## src/hw/rtl/tmic_pkg.sv

```systemverilog
// Shared types and constants for the thermostat and motor interlock controller.
`timescale 1ns / 1ps

package tmic_pkg;

  // Item kinds carried on the input tuser.
  typedef enum logic [1:0] {
    CMD_SAMPLE   = 2'd0,
    CMD_TICK     = 2'd1,
    CMD_POSITION = 2'd2
  } cmd_t;

  // Fault state codes.
  typedef enum logic [1:0] {
    FAULT_NONE   = 2'd0,
    FAULT_OVER   = 2'd2,
    FAULT_SENSOR = 2'd3
  } fault_t;

  // Motor sequencing phases.
  typedef enum logic [1:0] {
    PHASE_IDLE   = 2'd0,
    PHASE_RUN    = 2'd1,
    PHASE_SETTLE = 2'd2
  } phase_t;

  // Register indexes on the configuration port.
  localparam logic [1:0] REG_RUN_TICKS    = 2'd0;
  localparam logic [1:0] REG_SETTLE_TICKS = 2'd1;
  localparam logic [1:0] REG_OT_MARGIN    = 2'd2;

  // Register reset values.
  localparam logic [13:0] RUN_TICKS_RST    = 14'd8000;
  localparam logic [7:0]  SETTLE_TICKS_RST = 8'd250;
  localparam logic [8:0]  OT_MARGIN_RST    = 9'd150;

  // Temperature thresholds in tenths of a degree.
  localparam logic signed [12:0] HOT_LIMIT  = 13'sd840;
  localparam logic signed [12:0] CLAMP_HIGH = 13'sd450;
  localparam logic signed [12:0] CLAMP_LOW  = 13'sd200;
  localparam logic [8:0]         STATUS_BASE = 9'd200;
  localparam logic [8:0]         SETPOINT_RST = 9'd350;

  // Host control byte codes.
  localparam logic [7:0] CB_START    = 8'd148;
  localparam logic [7:0] CB_SET_LOW  = 8'd150;
  localparam logic [7:0] CB_SET_HIGH = 8'd250;
  localparam logic [8:0] SET_OFFSET  = 9'd150;
  localparam logic [13:0] START_GUARD = 14'd200;

  // Status codes reported while a fault is active.
  localparam logic [7:0] CODE_OVER   = 8'd252;
  localparam logic [7:0] CODE_SENSOR = 8'd253;

  // Configuration register contents.
  typedef struct packed {
    logic [13:0] run_ticks;
    logic [7:0]  settle_ticks;
    logic [8:0]  ot_margin;
  } cfg_t;

  // One input word, unpacked. The command stays a plain vector since the
  // unused code 3 can arrive and must pass through unchanged.
  typedef struct packed {
    logic [1:0]         command;
    logic signed [11:0] temperature;
    logic               sensor_ok;
    logic               door_open;
    logic               at_position;
    logic [7:0]         control_byte;
  } item_t;

  // One result word, unpacked.
  typedef struct packed {
    logic [7:0] status_code;
    logic       fault;
    logic       heater_on;
    logic       fan_on;
    logic       motor_on;
    logic       started;
  } result_t;

endpackage

```

## src/hw/rtl/tmic_cfg.sv

```systemverilog
// APB configuration registers of the thermostat and motor interlock controller.
`timescale 1ns / 1ps

module tmic_cfg (
  input  logic                clk,
  input  logic                rst_n,
  input  logic                psel,
  input  logic                penable,
  input  logic                pwrite,
  input  logic [3:0]          paddr,
  input  logic [31:0]         pwdata,
  output logic [31:0]         prdata,
  output logic                pready,
  output tmic_pkg::cfg_t      cfg
);

  tmic_pkg::cfg_t cfg_r;
  tmic_pkg::cfg_t cfg_nxt;
  logic           wr_en;

  assign pready = 1'b1;
  assign wr_en  = psel && penable && pwrite;
  assign cfg    = cfg_r;

  // Register write decode.
  always_comb begin
    cfg_nxt = cfg_r;
    if (wr_en) begin
      unique case (paddr[3:2])
        tmic_pkg::REG_RUN_TICKS:    cfg_nxt.run_ticks    = pwdata[13:0];
        tmic_pkg::REG_SETTLE_TICKS: cfg_nxt.settle_ticks = pwdata[7:0];
        tmic_pkg::REG_OT_MARGIN:    cfg_nxt.ot_margin    = pwdata[8:0];
        default:                    cfg_nxt = cfg_r;
      endcase
    end
  end

  always_ff @(posedge clk) begin
    if (!rst_n) begin
      cfg_r.run_ticks    <= tmic_pkg::RUN_TICKS_RST;
      cfg_r.settle_ticks <= tmic_pkg::SETTLE_TICKS_RST;
      cfg_r.ot_margin    <= tmic_pkg::OT_MARGIN_RST;
    end else begin
      cfg_r <= cfg_nxt;
    end
  end

  // Register read mux.
  always_comb begin
    unique case (paddr[3:2])
      tmic_pkg::REG_RUN_TICKS:    prdata = {18'd0, cfg_r.run_ticks};
      tmic_pkg::REG_SETTLE_TICKS: prdata = {24'd0, cfg_r.settle_ticks};
      tmic_pkg::REG_OT_MARGIN:    prdata = {23'd0, cfg_r.ot_margin};
      default:                    prdata = 32'd0;
    endcase
  end

endmodule

```

## src/hw/rtl/tmic_ctrl.sv

```systemverilog
// Controller state and its single-pass update for one input word.
`timescale 1ns / 1ps

module tmic_ctrl (
  input  logic                clk,
  input  logic                rst_n,
  input  logic                en,
  input  tmic_pkg::item_t     item,
  input  tmic_pkg::cfg_t      cfg,
  output tmic_pkg::result_t   result
);

  logic                  started_r,  started_nxt;
  logic                  tick_en_r,  tick_en_nxt;
  logic [8:0]            sp_r,       sp_nxt;
  tmic_pkg::fault_t      fault_r,    fault_nxt;
  logic [13:0]           run_cnt_r,  run_cnt_nxt;
  logic [7:0]            settle_r,   settle_nxt;
  tmic_pkg::phase_t      phase_r,    phase_nxt;
  logic                  heater_r,   heater_nxt;
  logic                  fan_r,      fan_nxt;
  logic                  motor_r,    motor_nxt;
  logic                  work_r,     work_nxt;
  logic [7:0]            status_r,   status_nxt;

  // Sample path intermediates.
  logic signed [12:0]    temp_s;
  logic [9:0]            limit;
  logic                  over;
  logic [8:0]            t_cl;
  logic                  cb_set;
  logic                  start_ok;
  logic [8:0]            sp_new;
  logic                  hot;
  logic                  door_pos;
  tmic_pkg::fault_t      fault_s;
  logic                  motor_s;

  // Tick path intermediates.
  logic [13:0]           rc_t;
  logic [7:0]            sc_t;
  tmic_pkg::phase_t      ph_t;
  logic                  motor_t;
  logic                  tick_en_t;

  assign result.status_code = status_r;
  assign result.fault       = work_r;
  assign result.heater_on   = heater_r;
  assign result.fan_on      = fan_r;
  assign result.motor_on    = motor_r;
  assign result.started     = started_r;

  // Sample: fault tracking, clamping, control byte and drive decisions.
  always_comb begin
    temp_s   = 13'(item.temperature);
    limit    = {1'b0, sp_r} + {1'b0, cfg.ot_margin};
    over     = temp_s > $signed({3'b000, limit});
    door_pos = item.door_open && item.at_position;

    if (temp_s > tmic_pkg::CLAMP_HIGH) begin
      t_cl = tmic_pkg::CLAMP_HIGH[8:0];
    end else if (temp_s < tmic_pkg::CLAMP_LOW) begin
      t_cl = tmic_pkg::CLAMP_LOW[8:0];
    end else begin
      t_cl = temp_s[8:0];
    end

    // A sensor fault sticks; over-temperature overrides it and clears itself.
    fault_s = fault_r;
    if (!item.sensor_ok) begin
      fault_s = tmic_pkg::FAULT_SENSOR;
    end
    if (over) begin
      fault_s = tmic_pkg::FAULT_OVER;
    end else if (fault_s == tmic_pkg::FAULT_OVER) begin
      fault_s = tmic_pkg::FAULT_NONE;
    end

    cb_set   = (item.control_byte >= tmic_pkg::CB_SET_LOW) &&
               (item.control_byte <= tmic_pkg::CB_SET_HIGH);
    start_ok = !cb_set && (item.control_byte == tmic_pkg::CB_START) &&
               (run_cnt_r <= tmic_pkg::START_GUARD);
    sp_new   = cb_set ? ({1'b0, item.control_byte} + tmic_pkg::SET_OFFSET) : sp_r;
    hot      = t_cl >= sp_new;

    // Position home with an expired run stops the motor; start turns it on,
    // and an open door with the motor home always wins.
    motor_s = motor_r && !door_pos && !(item.at_position && run_cnt_r == 14'd0);
    motor_s = (motor_s || start_ok) && !door_pos;
  end

  // Tick: run countdown, settle count and end of the motor cycle.
  always_comb begin
    rc_t      = run_cnt_r;
    sc_t      = settle_r;
    ph_t      = phase_r;
    motor_t   = motor_r;
    tick_en_t = tick_en_r;
    if (phase_r == tmic_pkg::PHASE_RUN && run_cnt_r != 14'd0) begin
      rc_t = run_cnt_r - 14'd1;
    end
    if (phase_r == tmic_pkg::PHASE_SETTLE) begin
      sc_t = settle_r + 8'd1;
    end
    if (rc_t == 14'd0) begin
      ph_t = tmic_pkg::PHASE_SETTLE;
    end
    if (sc_t == cfg.settle_ticks) begin
      ph_t      = tmic_pkg::PHASE_IDLE;
      sc_t      = 8'd0;
      motor_t   = 1'b0;
      tick_en_t = 1'b0;
    end
    if (item.at_position && rc_t == 14'd0) begin
      motor_t = 1'b0;
    end
  end

  // Next-state selection by item kind.
  always_comb begin
    started_nxt = started_r;
    tick_en_nxt = tick_en_r;
    sp_nxt      = sp_r;
    fault_nxt   = fault_r;
    run_cnt_nxt = run_cnt_r;
    settle_nxt  = settle_r;
    phase_nxt   = phase_r;
    heater_nxt  = heater_r;
    fan_nxt     = fan_r;
    motor_nxt   = motor_r;
    work_nxt    = work_r;
    status_nxt  = status_r;
    unique case (item.command)
      tmic_pkg::CMD_SAMPLE: begin
        if (!started_r) begin
          // Start-up wait: only a cool enough reading arms the controller.
          if (temp_s < tmic_pkg::HOT_LIMIT) begin
            started_nxt = 1'b1;
            tick_en_nxt = 1'b1;
          end
        end else begin
          fault_nxt = fault_s;
          if (fault_s == tmic_pkg::FAULT_NONE) begin
            work_nxt   = 1'b0;
            status_nxt = 8'(t_cl - tmic_pkg::STATUS_BASE);
          end else begin
            work_nxt   = 1'b1;
            status_nxt = (fault_s == tmic_pkg::FAULT_OVER) ? tmic_pkg::CODE_OVER :
                                                             tmic_pkg::CODE_SENSOR;
          end
          sp_nxt = sp_new;
          if (start_ok) begin
            phase_nxt   = tmic_pkg::PHASE_RUN;
            tick_en_nxt = 1'b1;
            run_cnt_nxt = cfg.run_ticks;
          end
          heater_nxt = !hot;
          fan_nxt    = !hot && !item.door_open;
          motor_nxt  = motor_s;
        end
      end
      tmic_pkg::CMD_TICK: begin
        if (started_r && tick_en_r) begin
          run_cnt_nxt = rc_t;
          settle_nxt  = sc_t;
          phase_nxt   = ph_t;
          motor_nxt   = motor_t;
          tick_en_nxt = tick_en_t;
        end
      end
      tmic_pkg::CMD_POSITION: begin
        if (started_r && run_cnt_r == 14'd0) begin
          motor_nxt = 1'b0;
        end
      end
      default: begin
        started_nxt = started_r;
      end
    endcase
  end

  always_ff @(posedge clk) begin
    if (!rst_n) begin
      started_r <= 1'b0;
      tick_en_r <= 1'b0;
      sp_r      <= tmic_pkg::SETPOINT_RST;
      fault_r   <= tmic_pkg::FAULT_NONE;
      run_cnt_r <= 14'd0;
      settle_r  <= 8'd0;
      phase_r   <= tmic_pkg::PHASE_IDLE;
      heater_r  <= 1'b0;
      fan_r     <= 1'b0;
      motor_r   <= 1'b0;
      work_r    <= 1'b0;
      status_r  <= 8'd0;
    end else if (en) begin
      started_r <= started_nxt;
      tick_en_r <= tick_en_nxt;
      sp_r      <= sp_nxt;
      fault_r   <= fault_nxt;
      run_cnt_r <= run_cnt_nxt;
      settle_r  <= settle_nxt;
      phase_r   <= phase_nxt;
      heater_r  <= heater_nxt;
      fan_r     <= fan_nxt;
      motor_r   <= motor_nxt;
      work_r    <= work_nxt;
      status_r  <= status_nxt;
    end
  end

endmodule

```

## src/hw/rtl/thermostat_motor_interlock_controller_unit.sv

```systemverilog
// Top level of the thermostat and motor interlock controller.
//
//   Port group  Direction  Carries
//   in_*        slave      one item: kind in tuser, sample fields in tdata
//   out_*       master     one result word per item: status byte and drives
//   APB         slave      run ticks, settle ticks, over-temperature margin
//
// An accepted word is held in the input register, then the controller state and
// the result valid are updated together; one word per cycle while the output is
// not stalled. Reset (synchronous, active low) returns all state and registers
// but the input data register to defaults.
// A stalled output holds its word; the input register still takes one more.
`timescale 1ns / 1ps

module thermostat_motor_interlock_controller_unit (
  input  logic        clk,
  input  logic        rst_n,
  // Input stream.
  input  logic        in_tvalid,
  output logic        in_tready,
  // [11:0] temperature, [12] sensor_ok, [13] door_open, [14] at_position,
  // [22:15] control_byte, [23] zero
  input  logic [23:0] in_tdata,
  // [1:0] command
  input  logic [1:0]  in_tuser,
  // Result stream.
  output logic        out_tvalid,
  input  logic        out_tready,
  // [7:0] status_code, [8] fault, [9] heater_on, [10] fan_on, [11] motor_on,
  // [12] started, [15:13] zero
  output logic [15:0] out_tdata,
  // Configuration port.
  input  logic        psel,
  input  logic        penable,
  input  logic        pwrite,
  input  logic [3:0]  paddr,
  input  logic [31:0] pwdata,
  output logic [31:0] prdata,
  output logic        pready
);

  logic                in_valid_r;
  tmic_pkg::item_t     item_r;
  logic                out_valid_r;
  logic                advance;
  tmic_pkg::cfg_t      cfg;
  tmic_pkg::result_t   result;

  // An item moves on when the result slot is empty or being emptied.
  assign advance   = in_valid_r && (!out_valid_r || out_tready);
  assign in_tready = !in_valid_r || advance;

  // Input register.
  always_ff @(posedge clk) begin
    if (!rst_n) begin
      in_valid_r <= 1'b0;
    end else if (in_tready) begin
      in_valid_r <= in_tvalid;
    end
  end

  always_ff @(posedge clk) begin
    if (in_tready && in_tvalid) begin
      item_r.command      <= in_tuser;
      item_r.temperature  <= in_tdata[11:0];
      item_r.sensor_ok    <= in_tdata[12];
      item_r.door_open    <= in_tdata[13];
      item_r.at_position  <= in_tdata[14];
      item_r.control_byte <= in_tdata[22:15];
    end
  end

  // Result valid; the payload is the controller state after the last item.
  always_ff @(posedge clk) begin
    if (!rst_n) begin
      out_valid_r <= 1'b0;
    end else if (advance) begin
      out_valid_r <= 1'b1;
    end else if (out_tready) begin
      out_valid_r <= 1'b0;
    end
  end

  assign out_tvalid = out_valid_r;
  assign out_tdata  = {3'b000, result.started, result.motor_on, result.fan_on,
                       result.heater_on, result.fault, result.status_code};

  tmic_cfg u_cfg (
    .clk     (clk),
    .rst_n   (rst_n),
    .psel    (psel),
    .penable (penable),
    .pwrite  (pwrite),
    .paddr   (paddr),
    .pwdata  (pwdata),
    .prdata  (prdata),
    .pready  (pready),
    .cfg     (cfg)
  );

  tmic_ctrl u_ctrl (
    .clk    (clk),
    .rst_n  (rst_n),
    .en     (advance),
    .item   (item_r),
    .cfg    (cfg),
    .result (result)
  );

endmodule

```

## config.mk

```make
export PLATFORM = sky130hd
export DESIGN_NAME = thermostat_motor_interlock_controller_unit
export DESIGN_NICKNAME = d
export VERILOG_FILES = /design/src/hw/rtl/tmic_pkg.sv /design/src/hw/rtl/tmic_cfg.sv /design/src/hw/rtl/tmic_ctrl.sv /design/src/hw/rtl/thermostat_motor_interlock_controller_unit.sv
export SDC_FILE = /design/constraint.sdc
export NUM_CORES = 1
export LEC_CHECK = 0
export BUFFER_PORTS_ARGS = -buffer_cell sky130_fd_sc_hd__buf_2
export CAP_MARGIN = 40
export CORE_MARGIN = 5
export CORE_UTILIZATION = 45
export DETAILED_ROUTE_END_ITERATION = 7
export PLACE_DENSITY = 0.67
export SETUP_SLACK_MARGIN = 0.1
export SYNTH_ARGS = -nofsm -noshare
export SYNTH_HDL_FRONTEND = slang
export SYNTH_SLANG_ARGS = --single-unit
```

## constraint.sdc

```tcl
create_clock -name clk -period 4.1 [get_ports clk]
set_input_delay 0.615 -clock clk [delete_from_list [all_inputs] [get_ports clk]]
set_output_delay 0.615 -clock clk [all_outputs]
set_load 0.02 [all_outputs]
```

==> impl_metrics.tcl <==
set metrics [dict create \
    yosys_warnings 0 \
    peakVddDrop_mv 0.240 \
    fin_area_sq_mm 0.00724 \
    yosys.area_share.adder 0.0758 \
    ys_async_sr_fraction 0 \
    clk_latency_ns 0.35 \
    diodes 0 \
    grt_overflow_total 0 \
    via_per_inst 5.53 \
    cts_resized 0 \
    finalCriticalPeriod_ns 3.57 \
    yosys.area_share.xor_xnor 0.0335 \
    die_x_um 130 \
    clk_pin_slew_ns 0.07 \
    cp-startpoint "u_cfg.cfg[0]" \
    die_h_um 130 \
    end_kind "flop" \
    clk_path_buf_depth 2 \
    ant_nets 0 \
    reg2reg_depth 16 \
    grt_max_degree 49 \
    layout-drive-gt1-share 0.144 \
    track_usage 0.201 \
    clkPwrFrac 0.371 \
    dieArea_sq_mm 0.0170 \
    root_buffer "clkbuf_16" \
    holdWs_ns 0.430 \
    fin_cells 1031 \
    rsz0062_at_grt "false" \
    core-area_sq_mm 0.0144 \
    vias 5705 \
    power.internal_mw 1.61 \
    drt-initial-drc-count 421 \
    fmax_mhz 280 \
    reg2reg_to "u_ctrl.status_r[3]" \
    timing.rr.start "u_cfg.cfg[0]" \
    synth_edf_count 25 \
    cp.arrival_ns 3.80 \
    crit_fanout 6 \
    synth_top_area_frac 0.248 \
    seq_area_frac_synth 0.363 \
    drc 0 \
    ys_types 74 \
    wire_per_inst_um 16.3 \
    yosysMostFrequentCell "nand2_1" \
    grt_pass1_wl_um 27100 \
    hpwl_um 12600 \
    area_growth_pct 10.9 \
    antenna_found_initial 1 \
    switching_power_uw 592 \
    synth.avg_cell_area_sq_um 8.34 \
    maxCapViolCount 0 \
    tritoncts "yes" \
    status "complete, no violations" \
    power_density_mw_per_mm2 304 \
    worst_slew_pin_slew_ns 0.861 \
    swShare 0.269 \
    fin_skew_ns 0.00762 \
    hold_depth 1 \
    io_pins 120 \
    place_area_sq_mm 0.00697 \
    fin_nets 950 \
    seqCellArea_sq_mm 0.00237 \
    required_ns 4.33 \
    routed_wl_um 16800 \
    ys_ff_latch 106 \
    cts_hold_buf 0 \
    start_kind "flop" \
    start_util 0.455 \
    synth_commonest_cells "121 x nand2_1, 81 x dfxtp_1, 72 x a21oi_1, 47 x o21ai_0, 44 x nor2_1" \
    pwr-share-comb 0.119 \
    htreeDepth 3 \
    finalHoldViolCount 0 \
    synthSimpleGateAreaFrac 0.218 \
    drtPass1Iterations 4 \
    slew_viol_final 0 \
    p_leak_nw 3.02 \
    worstHoldStart "in_tdata[9]" \
    nFillCells 1431 \
    maxSlewHeadroom 0.423 \
    whs_endpoint "item_r[20]" \
    min_period_over_period 0.872 \
    cts_setup_buffers 0 \
    synth_largest_area_cell "dfxtp_1" \
    worst-setup-path-type "reg2reg" \
    gp_congestion 0.906 \
    tns_ns 0 \
    synth_ff_type "dfxtp_1" \
    synth_top_family_by_area "simple AND/OR/NAND/NOR gates" \
    syn_area_sq_mm 0.00653 \
    io_buffers 76 \
    multi_input_area_sq_mm 0.00378 \
    synth_cells 783 \
    synth-compound-area-share 0.198 \
    cts_buffers 9 \
    synthTopCellsByArea "dfxtp_1 25%, edfxtp_1 11%, ha_1 7.3%, nand2_1 7.0%, a21oi_1 5.5%" \
    dp.cells 1015 \
    r2r_setup_slack_ns 0.53 \
    synth_mux_area_frac 0.0385 \
    num_rows 44 \
    pwr-share-seq 0.510 \
    setup_violations 0 \
    finalPower_mw 2.20 \
    hold_class "in2reg" \
    cts.sinks 106 \
    grt_pass1_vias 5227 \
]
area by class of cell:
type,count,share of cell area
inverters,30,0.0155
repair buffers,88,0.0656
multi-input cells,607,0.522
clock inverters,6,0.00553
clock buffers,10,0.0316
well taps,184,0.0318
flip-flops and latches,106,0.328
critical path: stages (launching register included):
cell and delay (ns):
dfxtp_1 0.38, ha_1 0.19, inv_1 0.06, fa_1 0.39, nor2b_1 0.12, o21ai_0 0.11
a21oi_1 0.20, o21a_1 0.13, nor2_1 0.05, o21ai_0 0.21, xnor2_1 0.11, ha_1 0.20
nor4_1 0.23, o21ai_0 0.15, o21ai_0 0.33, nor2b_1 0.45, a21oi_1 0.13
metrics by stage:
stage | worst slack (ns) | utilization
5_1_grt | 0.129 | 0.504
4_1_cts | 0.550 | 0.504
6_report | 0.525 | 0.504
2_1_floorplan | 0.901 | -
3_3_place_gp | 0.609 | 0.483
3_5_place_dp | 0.576 | 0.485
cell families after synthesis:
group | Yosys count
AND/OR/NAND/NOR | 294
flip-flops | 106
adder cells (fa/ha/maj) | 39
XOR/XNOR | 25
other | 2
AO/OA/AOI/OAI | 202
buffers and inverters | 90
multiplexers | 25
how the worst max path moves through the flow:
stage          slack (ns)                 end
2_1_floorplan        0.90     u_ctrl.heater_r
3_3_place_gp         0.61  u_ctrl.status_r[3]
3_5_place_dp         0.58  u_ctrl.status_r[5]
4_1_cts              0.55  u_ctrl.status_r[3]
5_1_grt              0.13  u_ctrl.status_r[4]
6_report             0.53  u_ctrl.status_r[3]
metal layers:
layer / routed length [um] / share of wire / vias to the layer above / global-route usage
li1: - / - / 2863 / -
met1: 7820 / 0.47 / 2651 / 0.279
met2: 7520 / 0.45 / 160 / 0.313
met3: 1040 / 0.062 / 29 / 0.0386
met4: 394 / 0.023 / 2 / 0.0738
met5: 10 / 0.00060 / - / 0
sequential cells by signal (all words and copies together) (netlist names), 2 cells and up:
| signal | count |
|---|---|
| item_r | 25 |
| u_cfg.cfg | 31 |
| u_ctrl.phase_r | 2 |
| u_ctrl.run_cnt_r | 14 |
| u_ctrl.settle_r | 8 |
| u_ctrl.sp_r | 9 |
| u_ctrl.status_r | 8 |
placed cells by master (no fill, tap or decap), types with 4 or more instances in the layout:
master       n
edfxtp_1    25
nand3_1     24
buf_4       10
xor2_1       9
a21oi_1     72
conb_1      22
nand2_1    121
o221a_2      5
nand2b_1    17
o21ai_0     47
and2_1      11
or3_1        7
a211oi_1     4
o32ai_1      5
ha_1        38
inv_1       29
clkbuf_16    9
dfxtp_1     81
nor3_1      15
a21o_1       9
nand3b_1     6
or4_1        5
o22ai_1      5
nor2_1      44
a22oi_1      4
a31oi_1      9
nand4_1      8
nor2b_1     14
xnor2_1     16
mux2i_1     24
buf_2       77
o211ai_1     4
o21a_1       8
power by group through the flow:
stage | Sequential [mW] | Clock, mW | Combinational [mW]
after detailed placement | 1.15 | 0 | 0.262
after CTS | 1.12 | 0.835 | 0.263
after floorplan | 1.14 | 0 | 0.199
after global routing | 1.13 | 0.871 | 0.293
final | 1.12 | 0.815 | 0.262
after global placement | 1.15 | 0 | 0.257
No activity file was read; power rests on OpenSTA's default activity.
